### config.mk
export PLATFORM = sky130hd
export DESIGN_NAME = button_debounce_click_longpress_core_flat
export DESIGN_NICKNAME = d
export VERILOG_FILES = /design/src/bdcl_pkg.sv /design/src/bdcl_tick_if.sv /design/src/bdcl_result_if.sv /design/src/button_debounce_click_longpress_core.sv /design/src/flat_wrapper.sv
export SDC_FILE = /design/constraint.sdc
export NUM_CORES = 1
export LEC_CHECK = 0
export BUFFER_PORTS_ARGS = -buffer_cell sky130_fd_sc_hd__buf_2
export CAP_MARGIN = 15
export CORE_ASPECT_RATIO = 0.5
export CORE_MARGIN = 5
export CORE_UTILIZATION = 57
export CTS_BUF_LIST = sky130_fd_sc_hd__clkbuf_2 sky130_fd_sc_hd__clkbuf_4 sky130_fd_sc_hd__clkbuf_8
export DETAILED_ROUTE_END_ITERATION = 6
export GPL_ROUTABILITY_DRIVEN = 0
export PLACE_DENSITY_LB_ADDON = 0.15
export RECOVER_POWER = 100
export SKIP_LAST_GASP = 1
export SYNTH_ARGS = -nofsm -noshare
export SYNTH_HDL_FRONTEND = slang
export SYNTH_SLANG_ARGS = --single-unit
export TNS_END_PERCENT = 50
### constraint.sdc
create_clock -name clk -period 5.3 [get_ports clk]
set_input_delay 1.59 -clock clk [delete_from_list [all_inputs] [get_ports clk]]
set_output_delay 1.59 -clock clk [all_outputs]
set_load 0.005 [all_outputs]
### src/bdcl_pkg.sv
`timescale 1ns / 1ps
`default_nettype none

package bdcl_pkg;

  localparam int unsigned CFG_DATA_W = 16;
  localparam int unsigned CFG_IDX_W  = 3;

  localparam logic [CFG_IDX_W-1:0] REG_PRESS_LEVEL     = 3'd0;
  localparam logic [CFG_IDX_W-1:0] REG_DEBOUNCE_MS     = 3'd1;
  localparam logic [CFG_IDX_W-1:0] REG_COOLDOWN_NORMAL = 3'd2;
  localparam logic [CFG_IDX_W-1:0] REG_COOLDOWN_FAST   = 3'd3;
  localparam logic [CFG_IDX_W-1:0] REG_FAST_MODE       = 3'd4;
  localparam logic [CFG_IDX_W-1:0] REG_LONG_ENABLE     = 3'd5;
  localparam logic [CFG_IDX_W-1:0] REG_LONG_INITIAL    = 3'd6;
  localparam logic [CFG_IDX_W-1:0] REG_LONG_REPEAT     = 3'd7;

  localparam logic [CFG_DATA_W-1:0] RST_DEBOUNCE_MS     = 16'd50;
  localparam logic [CFG_DATA_W-1:0] RST_COOLDOWN_NORMAL = 16'd200;
  localparam logic [CFG_DATA_W-1:0] RST_COOLDOWN_FAST   = 16'd50;
  localparam logic [CFG_DATA_W-1:0] RST_LONG_INITIAL    = 16'd500;
  localparam logic [CFG_DATA_W-1:0] RST_LONG_REPEAT     = 16'd100;

  typedef logic [CFG_IDX_W-1:0]  cfg_idx_t;
  typedef logic [CFG_DATA_W-1:0] cfg_data_t;

endpackage

`default_nettype wire

### src/bdcl_tick_if.sv
`timescale 1ns / 1ps
`default_nettype none

interface bdcl_tick_if;
  logic valid;
  logic ready;
  logic pin_level;

  modport source (output valid, output pin_level, input ready);
  modport sink (input valid, input pin_level, output ready);
endinterface

`default_nettype wire

### src/bdcl_result_if.sv
`timescale 1ns / 1ps
`default_nettype none

interface bdcl_result_if;
  logic valid;
  logic ready;
  logic click;
  logic hold_repeat;
  logic held;
  logic in_debounce;

  modport source (output valid, output click, output hold_repeat, output held,
                  output in_debounce, input ready);
  modport sink (input valid, input click, input hold_repeat, input held,
                input in_debounce, output ready);
endinterface

`default_nettype wire

### src/button_debounce_click_longpress_core.sv
// Channel     Dir  Payload                                 Transfer
// tick_in     in   pin_level                               valid & ready
// result_out  out  click, hold_repeat, held, in_debounce   valid & ready
// cfg         in   cfg_idx, cfg_data                       cfg_we
//
// One tick per cycle while tick_in.ready is high: state and result register update in the transfer cycle.
// A result appears in the cycle after its tick transfers; it is held in the result register.
// tick_in.ready is high while the result register is empty or being drained.
// rst is synchronous: configuration returns to its defaults, state returns to idle.
`timescale 1ns / 1ps
`default_nettype none

module button_debounce_click_longpress_core #(
  parameter int unsigned CHECK_PERIOD_TICKS = 50,
  parameter int unsigned TIME_BITS          = 16
) (
  input  wire logic              clk,
  input  wire logic              rst,
  input  wire logic              cfg_we,
  input  wire bdcl_pkg::cfg_idx_t  cfg_idx,
  input  wire bdcl_pkg::cfg_data_t cfg_data,
  bdcl_tick_if.sink              tick_in,
  bdcl_result_if.source          result_out
);
  import bdcl_pkg::*;

  localparam int unsigned PHASE_W =
    ($clog2(CHECK_PERIOD_TICKS + 1) < 1) ? 1 : $clog2(CHECK_PERIOD_TICKS + 1);
  localparam int unsigned CMP_W = (TIME_BITS > CFG_DATA_W) ? TIME_BITS : CFG_DATA_W;
  localparam logic [PHASE_W-1:0] PERIOD = PHASE_W'(CHECK_PERIOD_TICKS);

  typedef logic [TIME_BITS-1:0] time_t;

  function automatic time_t sat_inc(input time_t v);
    return (v == '1) ? v : v + time_t'(1);
  endfunction

  // configuration
  logic      press_level;
  cfg_data_t debounce_ms;
  cfg_data_t cooldown_normal_ms;
  cfg_data_t cooldown_fast_ms;
  logic      fast_mode;
  logic      hold_repeat_en;
  cfg_data_t long_initial_ms;
  cfg_data_t long_repeat_ms;

  always_ff @(posedge clk) begin
    if (rst) begin
      press_level        <= 1'b0;
      debounce_ms        <= RST_DEBOUNCE_MS;
      cooldown_normal_ms <= RST_COOLDOWN_NORMAL;
      cooldown_fast_ms   <= RST_COOLDOWN_FAST;
      fast_mode          <= 1'b0;
      hold_repeat_en     <= 1'b0;
      long_initial_ms    <= RST_LONG_INITIAL;
      long_repeat_ms     <= RST_LONG_REPEAT;
    end else if (cfg_we) begin
      unique case (cfg_idx)
        REG_PRESS_LEVEL:     press_level        <= cfg_data[0];
        REG_DEBOUNCE_MS:     debounce_ms        <= cfg_data;
        REG_COOLDOWN_NORMAL: cooldown_normal_ms <= cfg_data;
        REG_COOLDOWN_FAST:   cooldown_fast_ms   <= cfg_data;
        REG_FAST_MODE:       fast_mode          <= cfg_data[0];
        REG_LONG_ENABLE:     hold_repeat_en     <= cfg_data[0];
        REG_LONG_INITIAL:    long_initial_ms    <= cfg_data;
        REG_LONG_REPEAT:     long_repeat_ms     <= cfg_data;
        default: ;
      endcase
    end
  end

  // tick state
  logic               prev_level, prev_level_next;
  logic               debouncing, debouncing_next;
  time_t              debounce_count, debounce_count_next;
  logic               pressed, pressed_next;
  time_t              hold_ticks, hold_ticks_next;
  time_t              since_repeat, since_repeat_next;
  time_t              since_click, since_click_next;
  logic               check_running, check_running_next;
  logic [PHASE_W-1:0] check_phase, check_phase_next;
  logic               click_next, hold_repeat_next;

  logic               res_valid;
  logic               res_click, res_hold_repeat, res_held, res_in_debounce;
  logic               take;
  logic               level, active;
  logic [PHASE_W-1:0] phase_inc;
  time_t              dc_inc;
  cfg_data_t          cooldown;

  assign take          = tick_in.valid & tick_in.ready;
  assign tick_in.ready = ~res_valid | result_out.ready;
  assign level         = tick_in.pin_level;
  assign active        = (level == press_level);
  assign phase_inc     = check_phase + PHASE_W'(1);
  assign dc_inc        = sat_inc(debounce_count);
  assign cooldown      = fast_mode ? cooldown_fast_ms : cooldown_normal_ms;

  always_comb begin
    hold_ticks_next     = sat_inc(hold_ticks);
    since_repeat_next   = sat_inc(since_repeat);
    since_click_next    = sat_inc(since_click);
    check_phase_next    = check_phase;
    check_running_next  = check_running;
    pressed_next        = pressed;
    debouncing_next     = debouncing;
    debounce_count_next = debounce_count;
    click_next          = 1'b0;
    hold_repeat_next    = 1'b0;

    if (check_running) begin
      check_phase_next = phase_inc;
      if (phase_inc >= PERIOD) begin
        check_phase_next = '0;
        if (active && pressed &&
            CMP_W'(hold_ticks_next) >= CMP_W'(long_initial_ms) &&
            CMP_W'(since_repeat_next) >= CMP_W'(long_repeat_ms)) begin
          since_repeat_next = '0;
          hold_repeat_next  = 1'b1;
        end
      end
    end

    if (debouncing) begin
      debounce_count_next = dc_inc;
      if (CMP_W'(dc_inc) >= CMP_W'(debounce_ms)) begin
        if (active) begin
          if (hold_repeat_en) begin
            click_next = 1'b1;
          end else if (CMP_W'(since_click_next) >= CMP_W'(cooldown)) begin
            since_click_next = '0;
            click_next       = 1'b1;
          end
        end else begin
          pressed_next       = 1'b0;
          check_running_next = 1'b0;
        end
        debouncing_next     = 1'b0;
        debounce_count_next = '0;
      end
    end else if (level != prev_level) begin
      if (active) begin
        pressed_next      = 1'b1;
        hold_ticks_next   = '0;
        since_repeat_next = '0;
        if (hold_repeat_en) begin
          check_running_next = 1'b1;
          check_phase_next   = '0;
        end
        debouncing_next     = 1'b1;
        debounce_count_next = '0;
      end else begin
        pressed_next       = 1'b0;
        check_running_next = 1'b0;
      end
    end

    prev_level_next = level;
  end

  always_ff @(posedge clk) begin
    if (rst) begin
      prev_level     <= 1'b1;
      debouncing     <= 1'b0;
      debounce_count <= '0;
      pressed        <= 1'b0;
      hold_ticks     <= '0;
      since_repeat   <= '0;
      since_click    <= '0;
      check_running  <= 1'b0;
      check_phase    <= '0;
    end else if (take) begin
      prev_level     <= prev_level_next;
      debouncing     <= debouncing_next;
      debounce_count <= debounce_count_next;
      pressed        <= pressed_next;
      hold_ticks     <= hold_ticks_next;
      since_repeat   <= since_repeat_next;
      since_click    <= since_click_next;
      check_running  <= check_running_next;
      check_phase    <= check_phase_next;
    end
  end

  always_ff @(posedge clk) begin
    if (rst) begin
      res_valid <= 1'b0;
    end else if (take) begin
      res_valid <= 1'b1;
    end else if (result_out.ready) begin
      res_valid <= 1'b0;
    end
  end

  always_ff @(posedge clk) begin
    if (take) begin
      res_click       <= click_next;
      res_hold_repeat <= hold_repeat_next;
      res_held        <= pressed_next;
      res_in_debounce <= debouncing_next;
    end
  end

  assign result_out.valid       = res_valid;
  assign result_out.click       = res_click;
  assign result_out.hold_repeat = res_hold_repeat;
  assign result_out.held        = res_held;
  assign result_out.in_debounce = res_in_debounce;

endmodule

`default_nettype wire

### src/flat_wrapper.sv
// flat-port wrapper written by rule: the top's interface ports become plain ports
module button_debounce_click_longpress_core_flat import bdcl_pkg::*;
#(
  parameter int unsigned CHECK_PERIOD_TICKS = 50,
  parameter int unsigned TIME_BITS          = 16
)
  (clk, rst, cfg_we, cfg_idx, cfg_data, tick_in_valid, tick_in_pin_level, tick_in_ready, result_out_valid, result_out_click, result_out_hold_repeat, result_out_held, result_out_in_debounce, result_out_ready);
  bdcl_tick_if tick_in_i ();
  bdcl_result_if result_out_i ();
  input  wire logic clk;
  input  wire logic rst;
  input  wire logic cfg_we;
  input  wire bdcl_pkg::cfg_idx_t cfg_idx;
  input  wire bdcl_pkg::cfg_data_t cfg_data;
  input wire logic [$bits(tick_in_i.valid)-1:0] tick_in_valid;
  input wire logic [$bits(tick_in_i.pin_level)-1:0] tick_in_pin_level;
  output wire logic [$bits(tick_in_i.ready)-1:0] tick_in_ready;
  output wire logic [$bits(result_out_i.valid)-1:0] result_out_valid;
  output wire logic [$bits(result_out_i.click)-1:0] result_out_click;
  output wire logic [$bits(result_out_i.hold_repeat)-1:0] result_out_hold_repeat;
  output wire logic [$bits(result_out_i.held)-1:0] result_out_held;
  output wire logic [$bits(result_out_i.in_debounce)-1:0] result_out_in_debounce;
  input wire logic [$bits(result_out_i.ready)-1:0] result_out_ready;
  assign tick_in_i.valid = tick_in_valid;
  assign tick_in_i.pin_level = tick_in_pin_level;
  assign tick_in_ready = tick_in_i.ready;
  assign result_out_valid = result_out_i.valid;
  assign result_out_click = result_out_i.click;
  assign result_out_hold_repeat = result_out_i.hold_repeat;
  assign result_out_held = result_out_i.held;
  assign result_out_in_debounce = result_out_i.in_debounce;
  assign result_out_i.ready = result_out_ready;
  button_debounce_click_longpress_core #(.CHECK_PERIOD_TICKS(CHECK_PERIOD_TICKS), .TIME_BITS(TIME_BITS)) u_core (.clk(clk), .rst(rst), .cfg_we(cfg_we), .cfg_idx(cfg_idx), .cfg_data(cfg_data), .tick_in(tick_in_i), .result_out(result_out_i));
endmodule
==> impl_metrics.py, run 1 <==
metrics = {
    "outcome": {
        "status": "complete, but fails checks",
        "violations": "max-capacitance violations, max-slew violations",
    },
    "synthesis": {
        "synth_nets": 1299,
        "postSynth.asyncResetShare_pct": 0,
        "yosys-top-cells-count": "nand2_1, dfxtp_1, a21oi_1, nor2_1, ha_1",
        "synthCells": 1204,
        "ys_ff_latch": 162,
        "synth.distinct_cells": 69,
        "syn_area_per_cell_um2": 7.82,
        "synth_top_cell_by_area": "dfxtp_1",
        "yosysTopAreaCellShare_pct": 33.6,
        "synthFlopType": "dfxtp_1",
        "ys.warnings.count": 0,
        "yosysMostFrequentCell": "nand2_1",
        "synth.top_cells.by_area": "dfxtp_1, nand2_1, ha_1, a21oi_1, nor2_1",
        "synth_edf_count": 4,
        "ys_seq_area_share_pct": 34.9,
        "syn_area_um2": 9410,
    },
    "grt": {
        "grt_usage_pct": 24.3,
        "grt_pass1_vias": 7587,
        "grt_max_degree": 86,
        "grt_pass1_wl_um": 38000,
        "grt_antenna_before_repair": 0,
        "grt_overflow": 0,
    },
    "sta": {
        "tightest_slew_ns": 2.50,
        "hold_slack_ns": 0.460,
        "worst_slack_ns": 0.641,
        "fin_skew_ns": 0.0161,
        "hold_viol": 0,
        "max_freq_mhz": 215,
        "slew_viol_final": 143,
        "max_slew_margin_pct": -66.4,
        "finalSetupTns_ns": 0,
        "rsz0062_at_grt": "false",
        "finalCritPeriodShare_pct": 87.9,
        "setup_viol": 0,
        "min_period_ns": 4.66,
    },
    "die": {
        "row_count": 33,
        "core_um2": 16300,
        "die_h_um": 101,
        "die_area_um2": 19300,
        "ios": 31,
        "die_w_um": 192,
        "initial_core_util_pct": 57.9,
    },
    "power_and_ir_drop": {
        "power_leakage_nw": 3.98,
        "power_w": 0.00237,
        "power_density_nw_per_um2": 237,
        "ir_drop_uv": 168,
    },
    "finish": {
        "antenna_cells": 0,
        "area_delta_synth_final_pct": 6.53,
        "nets": 1301,
        "layout-drive-gt1-share_pct": 7.30,
        "post-route-util_pct": 61.6,
    },
    "clock_network": {
        "insertion_delay_ns": 0.46,
        "htree_levels": 4,
        "ctsResizeCount": 0,
        "cts_buffers": 17,
        "cts_root_buffer": "clkbuf_8",
        "clock_sinks": 162,
        "postCtsSetupRepairBufs": 0,
        "clkTransAtPathRegs_ns": 0.09,
        "clk_path_buf_depth": 2,
        "hold_buffers": 0,
        "cts_tree": "done",
    },
    "place": {
        "io_buffers": 30,
        "pre_cts_ws_ns": 0.984,
        "dp_hpwl_um": 16500,
    },
    "drt": {
        "via_per_inst": 5.76,
        "drt_iter0_drc": 546,
        "wl_per_cell_um": 16.1,
        "ant_nets": 0,
        "first_pass_iters": 5,
        "drc": 0,
        "drt-total-wl_um": 23200,
        "vias": 8330,
    },
    "setup_path": {
        "path_buf_inv": 2,
        "worstSetupPathType": "in -> reg",
        "critPathSlowestCell": "clkbuf_1",
        "path_delay_family": "buffers and inverters",
        "cp-start-kind": "input port",
        "cp_cell_sequence": "clkbuf_1 > clkbuf_2 > nand3b_1",
        "cp.arrival_ns": 5.05,
        "cp-end-kind": "flip-flop",
        "crit_fanout": 85,
        "required_ns": 5.69,
        "cpPeakStageDelay_ns": 1.72,
    },
    "flow_run": {
        "drv_cap": 2,
    },
    "min_path": {
        "hold_class": "reg -> reg",
    },
}
==> stage by stage <==
| step | instance area, um^2 | instances |
|---|---|---|
| 2_1_floorplan | 9410 | 1204 |
| 3_3_place_gp | 9680 | 1413 |
| 3_5_place_dp | 9680 | 1413 |
| 4_1_cts | 10100 | 1445 |
| 5_1_grt | 10000 | 1446 |
| 6_report | 10000 | 1446 |
==> final timing paths <==
kind                                                              from                                 endpoint  slack [ns]  depth (start not counted)
worst max-delay path                                               rst  u_core.cooldown_fast_ms[1]$_SDFFE_PP1P_        0.64                          3
worst min-delay path            u_core.long_initial_ms[1]$_SDFFE_PP0P_   u_core.long_initial_ms[1]$_SDFFE_PP0P_        0.46                          2
worst max register to register       u_core.hold_ticks[3]$_SDFFE_PP0P_      u_core.since_repeat[0]$_SDFFE_PP0P_        0.77                         13
worst min register to register  u_core.long_initial_ms[1]$_SDFFE_PP0P_   u_core.long_initial_ms[1]$_SDFFE_PP0P_        0.46                          2
==> where the power goes <==
group	internal (W)	total (W)	switching, W
Clock	0.000396	0.000901	0.000504
Sequential	0.00125	0.00127	0.0000244
Combinational	0.0000678	0.000200	0.000132
Total	0.00171	0.00237	0.000661
==> final cells by class <==
class,count,area [um^2]
Clock buffer,19,255
Clock inverter,13,128
Fill cell,1489,6240
Inverter,67,251
Multi-Input combinational cell,921,5630
Sequential cell,162,3280
Tap cell,227,284
Timing Repair Buffer,37,193
==> layout by cell type, fill, tap and decap left out, types with 5 or more instances in the layout <==
cell type	Yosys	routed
or3_1	5	5
a21o_1	9	9
xnor2_1	22	22
nor2b_1	13	13
a2111oi_0	6	7
buf_2	6	27
a31oi_1	12	12
buf_4	0	5
a211oi_1	6	6
and3_1	10	10
nand3_1	53	53
nand3b_1	31	31
nand2b_1	15	15
a22oi_1	8	8
o31ai_1	11	11
nor3_1	23	23
mux2i_1	21	21
xor2_1	16	16
dfxtp_1	158	158
nand2_1	243	243
nor2_1	74	75
ha_1	70	70
o21ai_0	33	34
a22o_1	19	19
nand4_1	11	12
a21oi_1	119	119
clkinvlp_4	0	5
o21a_1	13	13
inv_1	67	67
nor3b_1	5	5
and2_1	6	6
clkbuf_8	0	18
or2_2	7	7
==> state kept, by name, summed over array words and instances, names as in the netlist, 6 cells and up <==
name and count:
u_core.since_click 16, u_core.long_repeat_ms 16, u_core.cooldown_normal_ms 16, u_core.hold_ticks 16, u_core.debounce_ms 16, u_core.since_repeat 16
u_core.cooldown_fast_ms 16, u_core.long_initial_ms 16, u_core.debounce_count 16, u_core.check_phase 6
==> cells by family after synthesis <==
kind of cell	after synthesis	share of synthesized area (%)
DFF	162	34.9
and+or+nand+nor	516	26.2
AOI/OAI and AO/OA	272	18.4
xor gates and xnor gates	38	3.54
muxes	25	2.71
adders and majority gates	70	9.30
buffers and inverters	121	4.98
==> worst reg2reg max path, stage by stage, from the launching register on <==
cell	delay [ns]
dfxtp_1	0.51
and4_1	0.32
nand4_1	0.34
nor2_1	0.44
nor3b_1	0.15
xor2_1	0.18
ha_1	0.33
nand3_1	0.09
nor2_1	0.12
a21oi_1	0.07
a2111o_1	0.42
a2111oi_0	0.71
nor2_1	0.44
a22o_1	0.31
==> metal layers <==
metal  GRT usage [%]  vias to the layer above  part of all wire, %
met1            34.0                     3889                   49
met3            4.71                       43                  4.9
met2            38.5                      191                   45
li1                -                     4207                    -
met5               0                        -                    0
met4            7.23                        0                  1.8
Note: power is estimated with default switching activity, not from simulation.
==> run 2, diff against run 1 <==
--- a/config.mk
+++ b/config.mk
@@ -7,7 +7,7 @@
 export LEC_CHECK = 0
 export BUFFER_PORTS_ARGS = -buffer_cell sky130_fd_sc_hd__buf_2
 export CAP_MARGIN = 15
-export CORE_ASPECT_RATIO = 0.5
+export CORE_ASPECT_RATIO = 0.9
 export CORE_MARGIN = 5
 export CORE_UTILIZATION = 57
 export CTS_BUF_LIST = sky130_fd_sc_hd__clkbuf_2 sky130_fd_sc_hd__clkbuf_4 sky130_fd_sc_hd__clkbuf_8
==> run 2 against run 1 <==
Net effect:
- die area shrank 0.79%
- routed wire length shrank 3.2%
- cell area is essentially flat
- clock skew shrank 0.0044 ns
- sequential power is essentially flat
- sequential share of layout area is essentially flat
- non-clock buffer count shrank 1
- the run still ends with max-capacitance violations, max-slew violations left
- critical path depth grew 11
- register-to-register slack lost 0.16 ns
- clock-buffer cell count shrank 2
==> impl_metrics.py, run 2 (same netlist as run 1, synthesis figures left out) <==
metrics = {
    "setup_path": {
        "cp-start-kind": "flip-flop",
        "worstSetupPathType": "reg -> reg",
        "reg2reg_from": "u_core.since_repeat[0]$_SDFFE_PP0P_",
        "cpPeakStageDelay_ns": 0.85,
        "setup.worst_path.end": "u_core.since_repeat[0]$_SDFFE_PP0P_",
        "cp_cell_sequence": "ha_1 > nand3_1 > nor3_1 > nand3b_2 > and2_0 > and3_1 > xor2_1 > ha_1 > a41oi_1 > a21oi_1 > nor4_2 > a2111oi_4 > nor2_1 > a22o_1",
        "cp-end-kind": "flip-flop",
        "required_ns": 5.73,
        "r2r-end": "u_core.since_repeat[0]$_SDFFE_PP0P_",
        "reg2regPathDepth": 14,
        "crit_fanout": 16,
        "cp-startpoint": "u_core.since_repeat[0]$_SDFFE_PP0P_",
        "cpMostUsedCell": "ha_1",
        "reg2reg_slack_ns": 0.61,
        "cp.arrival_ns": 5.12,
        "critPathSlowestCell": "nor2_1",
    },
    "drt": {
        "ant_nets": 0,
        "wl_per_cell_um": 15.8,
        "drc": 0,
        "via_per_inst": 5.85,
        "first_pass_iters": 5,
        "drt-total-wl_um": 22500,
        "vias": 8337,
        "drt_iter0_drc": 498,
    },
    "die": {
        "die_area_um2": 19200,
        "initial_core_util_pct": 58.2,
        "die_w_um": 145,
        "die_h_um": 132,
        "row_count": 44,
        "ios": 31,
        "core_um2": 16200,
    },
    "finish": {
        "area_delta_synth_final_pct": 6.61,
        "num-fill-cells": 1508,
        "layout-drive-gt1-share_pct": 6.90,
        "multiInputGateArea_um2": 5650,
        "mostFrequentLayoutCell": "nand2_1",
        "layout_common_cells": "nand2_1, dfxtp_1, a21oi_1",
        "nets": 1300,
        "seqCellArea_um2": 3280,
        "antenna_cells": 0,
    },
    "grt": {
        "grt_pass1_vias": 7479,
        "grt_max_degree": 87,
        "grt_overflow": 0,
        "grt_pass1_wl_um": 37500,
        "grt_antenna_before_repair": 1,
        "grt_usage_pct": 23.2,
    },
    "sta": {
        "max_slew_margin_pct": -50.0,
        "slew_viol_final": 143,
        "hold_viol": 0,
        "min_period_ns": 4.69,
        "rsz0062_at_grt": "false",
        "finalCritPeriodShare_pct": 88.6,
        "finalSetupTns_ns": 0,
        "tightest_slew_ns": 2.25,
        "max_freq_mhz": 213,
        "fin_skew_ns": 0.0117,
        "setup_viol": 0,
        "hold_slack_ns": 0.457,
    },
    "outcome": {
        "status": "complete, but fails checks",
        "violations": "max-capacitance violations, max-slew violations",
    },
    "clock_network": {
        "ctsResizeCount": 0,
        "htree_levels": 4,
        "hold_buffers": 0,
        "cts_tree": "done",
        "insertion_delay_ns": 0.48,
        "postCtsSetupRepairBufs": 0,
        "clk_path_buf_depth": 2,
        "clock_sinks": 162,
        "cts_root_buffer": "clkbuf_8",
        "clkTransAtPathRegs_ns": 0.09,
        "cts_buffers": 17,
    },
    "power_and_ir_drop": {
        "power_leakage_nw": 4.00,
        "ir_drop_uv": 173,
        "power_density_nw_per_um2": 242,
    },
    "place": {
        "dp_hpwl_um": 16100,
        "io_buffers": 30,
    },
    "min_path": {
        "hold_class": "reg -> reg",
    },
    "flow_run": {
        "drv_cap": 2,
    },
}
[run 2: final cells by class]
class	instances	share of cell area [%]
tap	207	2.58
clock buffer	17	2.33
multi-input combinational	921	56.3
timing repair buffer	36	1.77
inverter	67	2.51
clock inverter	14	1.76
sequential	162	32.7
[run 2: worst min-delay path by stage]
stage          cells past startpoint  slack, ns                               startpoint                                 endpoint
3_5_place_dp                       2       0.45  u_core.cooldown_fast_ms[0]$_SDFFE_PP0P_  u_core.cooldown_fast_ms[0]$_SDFFE_PP0P_
4_1_cts                            2       0.46  u_core.cooldown_fast_ms[0]$_SDFFE_PP0P_  u_core.cooldown_fast_ms[0]$_SDFFE_PP0P_
6_report                           2       0.46  u_core.cooldown_fast_ms[0]$_SDFFE_PP0P_  u_core.cooldown_fast_ms[0]$_SDFFE_PP0P_
5_1_grt                            2       0.48      u_core.debounce_ms[10]$_SDFFE_PP0P_      u_core.debounce_ms[10]$_SDFFE_PP0P_
3_3_place_gp                       2       0.44  u_core.cooldown_fast_ms[0]$_SDFFE_PP0P_  u_core.cooldown_fast_ms[0]$_SDFFE_PP0P_
2_1_floorplan                      2       0.43  u_core.cooldown_fast_ms[0]$_SDFFE_PP0P_  u_core.cooldown_fast_ms[0]$_SDFFE_PP0P_
[run 2: report_power, final]
part | leakage (nW) | internal, W | switching [W] | total, W
clock network | 0.212 | 0.000470 | 0.000494 | 0.000963
registers | 1.32 | 0.00125 | 0.0000235 | 0.00127
logic | 2.47 | 0.0000671 | 0.000131 | 0.000198
total | 4.00 | 0.00178 | 0.000648 | 0.00243
[run 2: critical path: cells and delay by family, from the launching register on]
kind                     cells  cell delay, ns
AO/OA/AOI/OAI                4            0.70
XOR/XNOR                     1            0.19
adder cells (fa/ha/maj)      2            0.48
flip-flops                   1            0.42
AND/OR/NAND/NOR              7            2.84
[run 2: routing by layer]
layer	share of wire, %	vias up	track usage, %
li1	-	4208	-
met1	49	3935	33.4
met2	45	163	35.8
met3	5.0	29	5.19
met4	1.1	2	5.13
met5	0.031	-	0
[run 2: through the flow]
stage | instance area (um^2) | std cells | setup WS (ns) | util, % | power [W]
after detailed placement | 9640 | 1392 | 0.750 | 59.6 | 0.00150
after global routing | 10000 | 1424 | 0.227 | 62.0 | 0.00254
after global placement | 9640 | 1392 | 0.882 | 59.6 | 0.00149
final | 10000 | 1424 | 0.606 | 62.0 | 0.00243
after CTS | 10100 | 1423 | 0.738 | 62.1 | 0.00245
after floorplan | 9410 | 1204 | 1.56 | - | 0.00143
==> run 3, diff against run 2 <==
--- a/config.mk
+++ b/config.mk
@@ -7,9 +7,11 @@
 export LEC_CHECK = 0
 export BUFFER_PORTS_ARGS = -buffer_cell sky130_fd_sc_hd__buf_2
 export CAP_MARGIN = 15
+export CELL_PAD_IN_SITES_DETAIL_PLACEMENT = 1
+export CELL_PAD_IN_SITES_GLOBAL_PLACEMENT = 2
 export CORE_ASPECT_RATIO = 0.9
 export CORE_MARGIN = 5
-export CORE_UTILIZATION = 57
+export CORE_UTILIZATION = 39
 export CTS_BUF_LIST = sky130_fd_sc_hd__clkbuf_2 sky130_fd_sc_hd__clkbuf_4 sky130_fd_sc_hd__clkbuf_8
 export DETAILED_ROUTE_END_ITERATION = 6
 export GPL_ROUTABILITY_DRIVEN = 0
==> run 3 against run 2 <==
Net effect:
- the run still ends with max-capacitance violations, max-slew violations left
- clock power fell by 2%
- core utilization fell by 20 points
- largest cell class unchanged
- critical path depth down 10
- combinational power increased by 6%
==> impl_metrics.py, run 3 (same netlist as run 1, synthesis figures left out) <==
metrics = {
    "outcome": {
        "status": "complete, but fails checks",
        "violations": "max-capacitance violations, max-slew violations",
    },
    "grt": {
        "grt_usage_pct": 19.7,
        "grt_pass1_wl_um": 43800,
        "grt_max_degree": 75,
        "grt_antenna_before_repair": 4,
        "grt_overflow": 0,
        "grt_pass1_vias": 8303,
    },
    "setup_path": {
        "cp.arrival_ns": 5.05,
        "cpPeakStageDelay_ns": 2.12,
        "reg2reg_from": "u_core.debounce_count[0]$_SDFFE_PP0P_",
        "path_delay_family": "buffers and inverters",
        "worstSetupPathType": "in -> reg",
        "cpMostUsedCell": "a31oi_1",
        "crit_fanout": 67,
        "cp-start-kind": "input port",
        "critPathSlowestCell": "clkbuf_1",
        "reg2reg_slack_ns": 0.68,
        "reg2regPathDepth": 15,
        "cp_cell_sequence": "clkbuf_1 > nor2_1 > a31oi_1 > a31oi_1",
        "path_buf_inv": 1,
        "required_ns": 5.63,
        "r2r-end": "u_core.since_click[11]$_SDFFE_PP0P_",
        "cp-end-kind": "flip-flop",
    },
    "sta": {
        "tightest_slew_ns": 3.06,
        "finalCritPeriodShare_pct": 89.0,
        "min_period_ns": 4.72,
        "max_freq_mhz": 212,
        "setup_viol": 0,
        "slew_viol_final": 68,
        "rsz0062_at_grt": "false",
        "fin_skew_ns": 0.0137,
        "worst_slack_ns": 0.582,
        "hold_viol": 0,
        "finalSetupTns_ns": 0,
        "max_slew_margin_pct": -104,
    },
    "drt": {
        "drc": 0,
        "via_per_inst": 5.41,
        "ant_nets": 0,
        "drt-total-wl_um": 26800,
        "wl_per_cell_um": 17.5,
        "vias": 8283,
        "first_pass_iters": 6,
        "drt_iter0_drc": 406,
    },
    "die": {
        "ios": 31,
        "die_h_um": 157,
        "row_count": 54,
        "die_area_um2": 27300,
        "die_w_um": 174,
        "core_um2": 24000,
        "initial_core_util_pct": 39.2,
    },
    "power_and_ir_drop": {
        "power_leakage_nw": 4.00,
        "ir_drop_uv": 134,
        "power_density_nw_per_um2": 239,
    },
    "clock_network": {
        "clkTransAtPathRegs_ns": 0.09,
        "clk_path_buf_depth": 2,
        "hold_buffers": 0,
        "postCtsSetupRepairBufs": 0,
        "clock_sinks": 162,
        "htree_levels": 4,
        "cts_buffers": 17,
        "insertion_delay_ns": 0.46,
        "ctsResizeCount": 0,
        "cts_tree": "done",
        "cts_root_buffer": "clkbuf_8",
    },
    "finish": {
        "nets": 1303,
        "mostFrequentLayoutCell": "nand2_1",
        "layout-drive-gt1-share_pct": 7.21,
        "layout_common_cells": "nand2_1, dfxtp_1, a21oi_1",
        "stdcell_count": 1532,
        "area_delta_synth_final_pct": 8.06,
    },
    "min_path": {
        "min_from": "u_core.cooldown_fast_ms[10]$_SDFFE_PP0P_",
        "holdPathEnd": "u_core.cooldown_fast_ms[10]$_SDFFE_PP0P_",
        "hold_class": "reg -> reg",
        "hold-path-cell-count": 2,
    },
    "place": {
        "placedCellCount": 1497,
        "pre_cts_ws_ns": 0.789,
        "dp_hpwl_um": 19300,
        "io_buffers": 30,
    },
    "flow_run": {
        "drv_cap": 1,
    },
}
-- run 3: changes by cell type in the layout (fill, tap and decap cells not counted), sizes merged --
cell      previous run  this run
bufinv               3         2
clkbuf              27        25
clkinv               6         5
buf                 26        32
clkinvlp             0         3
diode                0         3
inv                 72        71
-- run 3: metal layers --
| layer | up-vias | GRT usage, % | part of all wire, % |
|---|---|---|---|
| met3 | 12 | 3.75 | 2.5 |
| met2 | 67 | 32.1 | 45 |
| li1 | 4216 | - | - |
| met1 | 3986 | 27.8 | 52 |
| met4 | 2 | 3.28 | 0.68 |
| met5 | - | 0 | 0.049 |
-- run 3: cell type report --
type | count | area [um^2]
clock inverters | 14 | 155
inverters | 67 | 251
flip-flops and latches | 162 | 3280
fillers | 2959 | 13800
repair buffers | 39 | 206
diodes | 3 | 7.51
multi-input cells | 921 | 5630
well taps | 308 | 385
clock buffers | 18 | 248
-- run 3: power breakdown --
part / switching, W / internal [W]
clock: 0.000508 / 0.000438
combinational: 0.000142 / 0.0000681
sequential: 0.0000239 / 0.00125
-- run 3: worst max-delay path by stage --
stage                                          startpoint                                   to  slack, ns  depth (start not counted)
floorplan           u_core.debounce_count[0]$_SDFFE_PP0P_  u_core.since_click[10]$_SDFFE_PP0P_       1.56                         15
detailed placement  u_core.debounce_count[0]$_SDFFE_PP0P_  u_core.since_click[11]$_SDFFE_PP0P_       0.79                         15
CTS                 u_core.debounce_count[0]$_SDFFE_PP0P_  u_core.since_click[11]$_SDFFE_PP0P_       0.77                         15
global placement    u_core.debounce_count[0]$_SDFFE_PP0P_  u_core.since_click[11]$_SDFFE_PP0P_       0.93                         15
global route        u_core.debounce_count[0]$_SDFFE_PP0P_  u_core.since_click[11]$_SDFFE_PP0P_       0.25                         15
finish                                                rst    u_core.hold_ticks[4]$_SDFFE_PP0P_       0.58                          4
-- run 3: metrics by stage --
step / total power [W] / area (um^2) / util (%) / hold slack (ns)
6_report: 0.00243 / 10200 / 42.4 / 0.460
5_1_grt: 0.00255 / 10200 / 42.4 / 0.481
4_1_cts: 0.00247 / 10200 / 42.5 / 0.461
3_5_place_dp: 0.00151 / 9800 / 40.9 / 0.448
3_3_place_gp: 0.00151 / 9800 / 40.9 / 0.440
2_1_floorplan: 0.00143 / 9410 / - / 0.433
-- run 3: worst min-delay path, cell delays in order (launching register included) --
cell and delay, ns:
dfxtp_1 0.32, nand2_1 0.05, a21oi_1 0.05
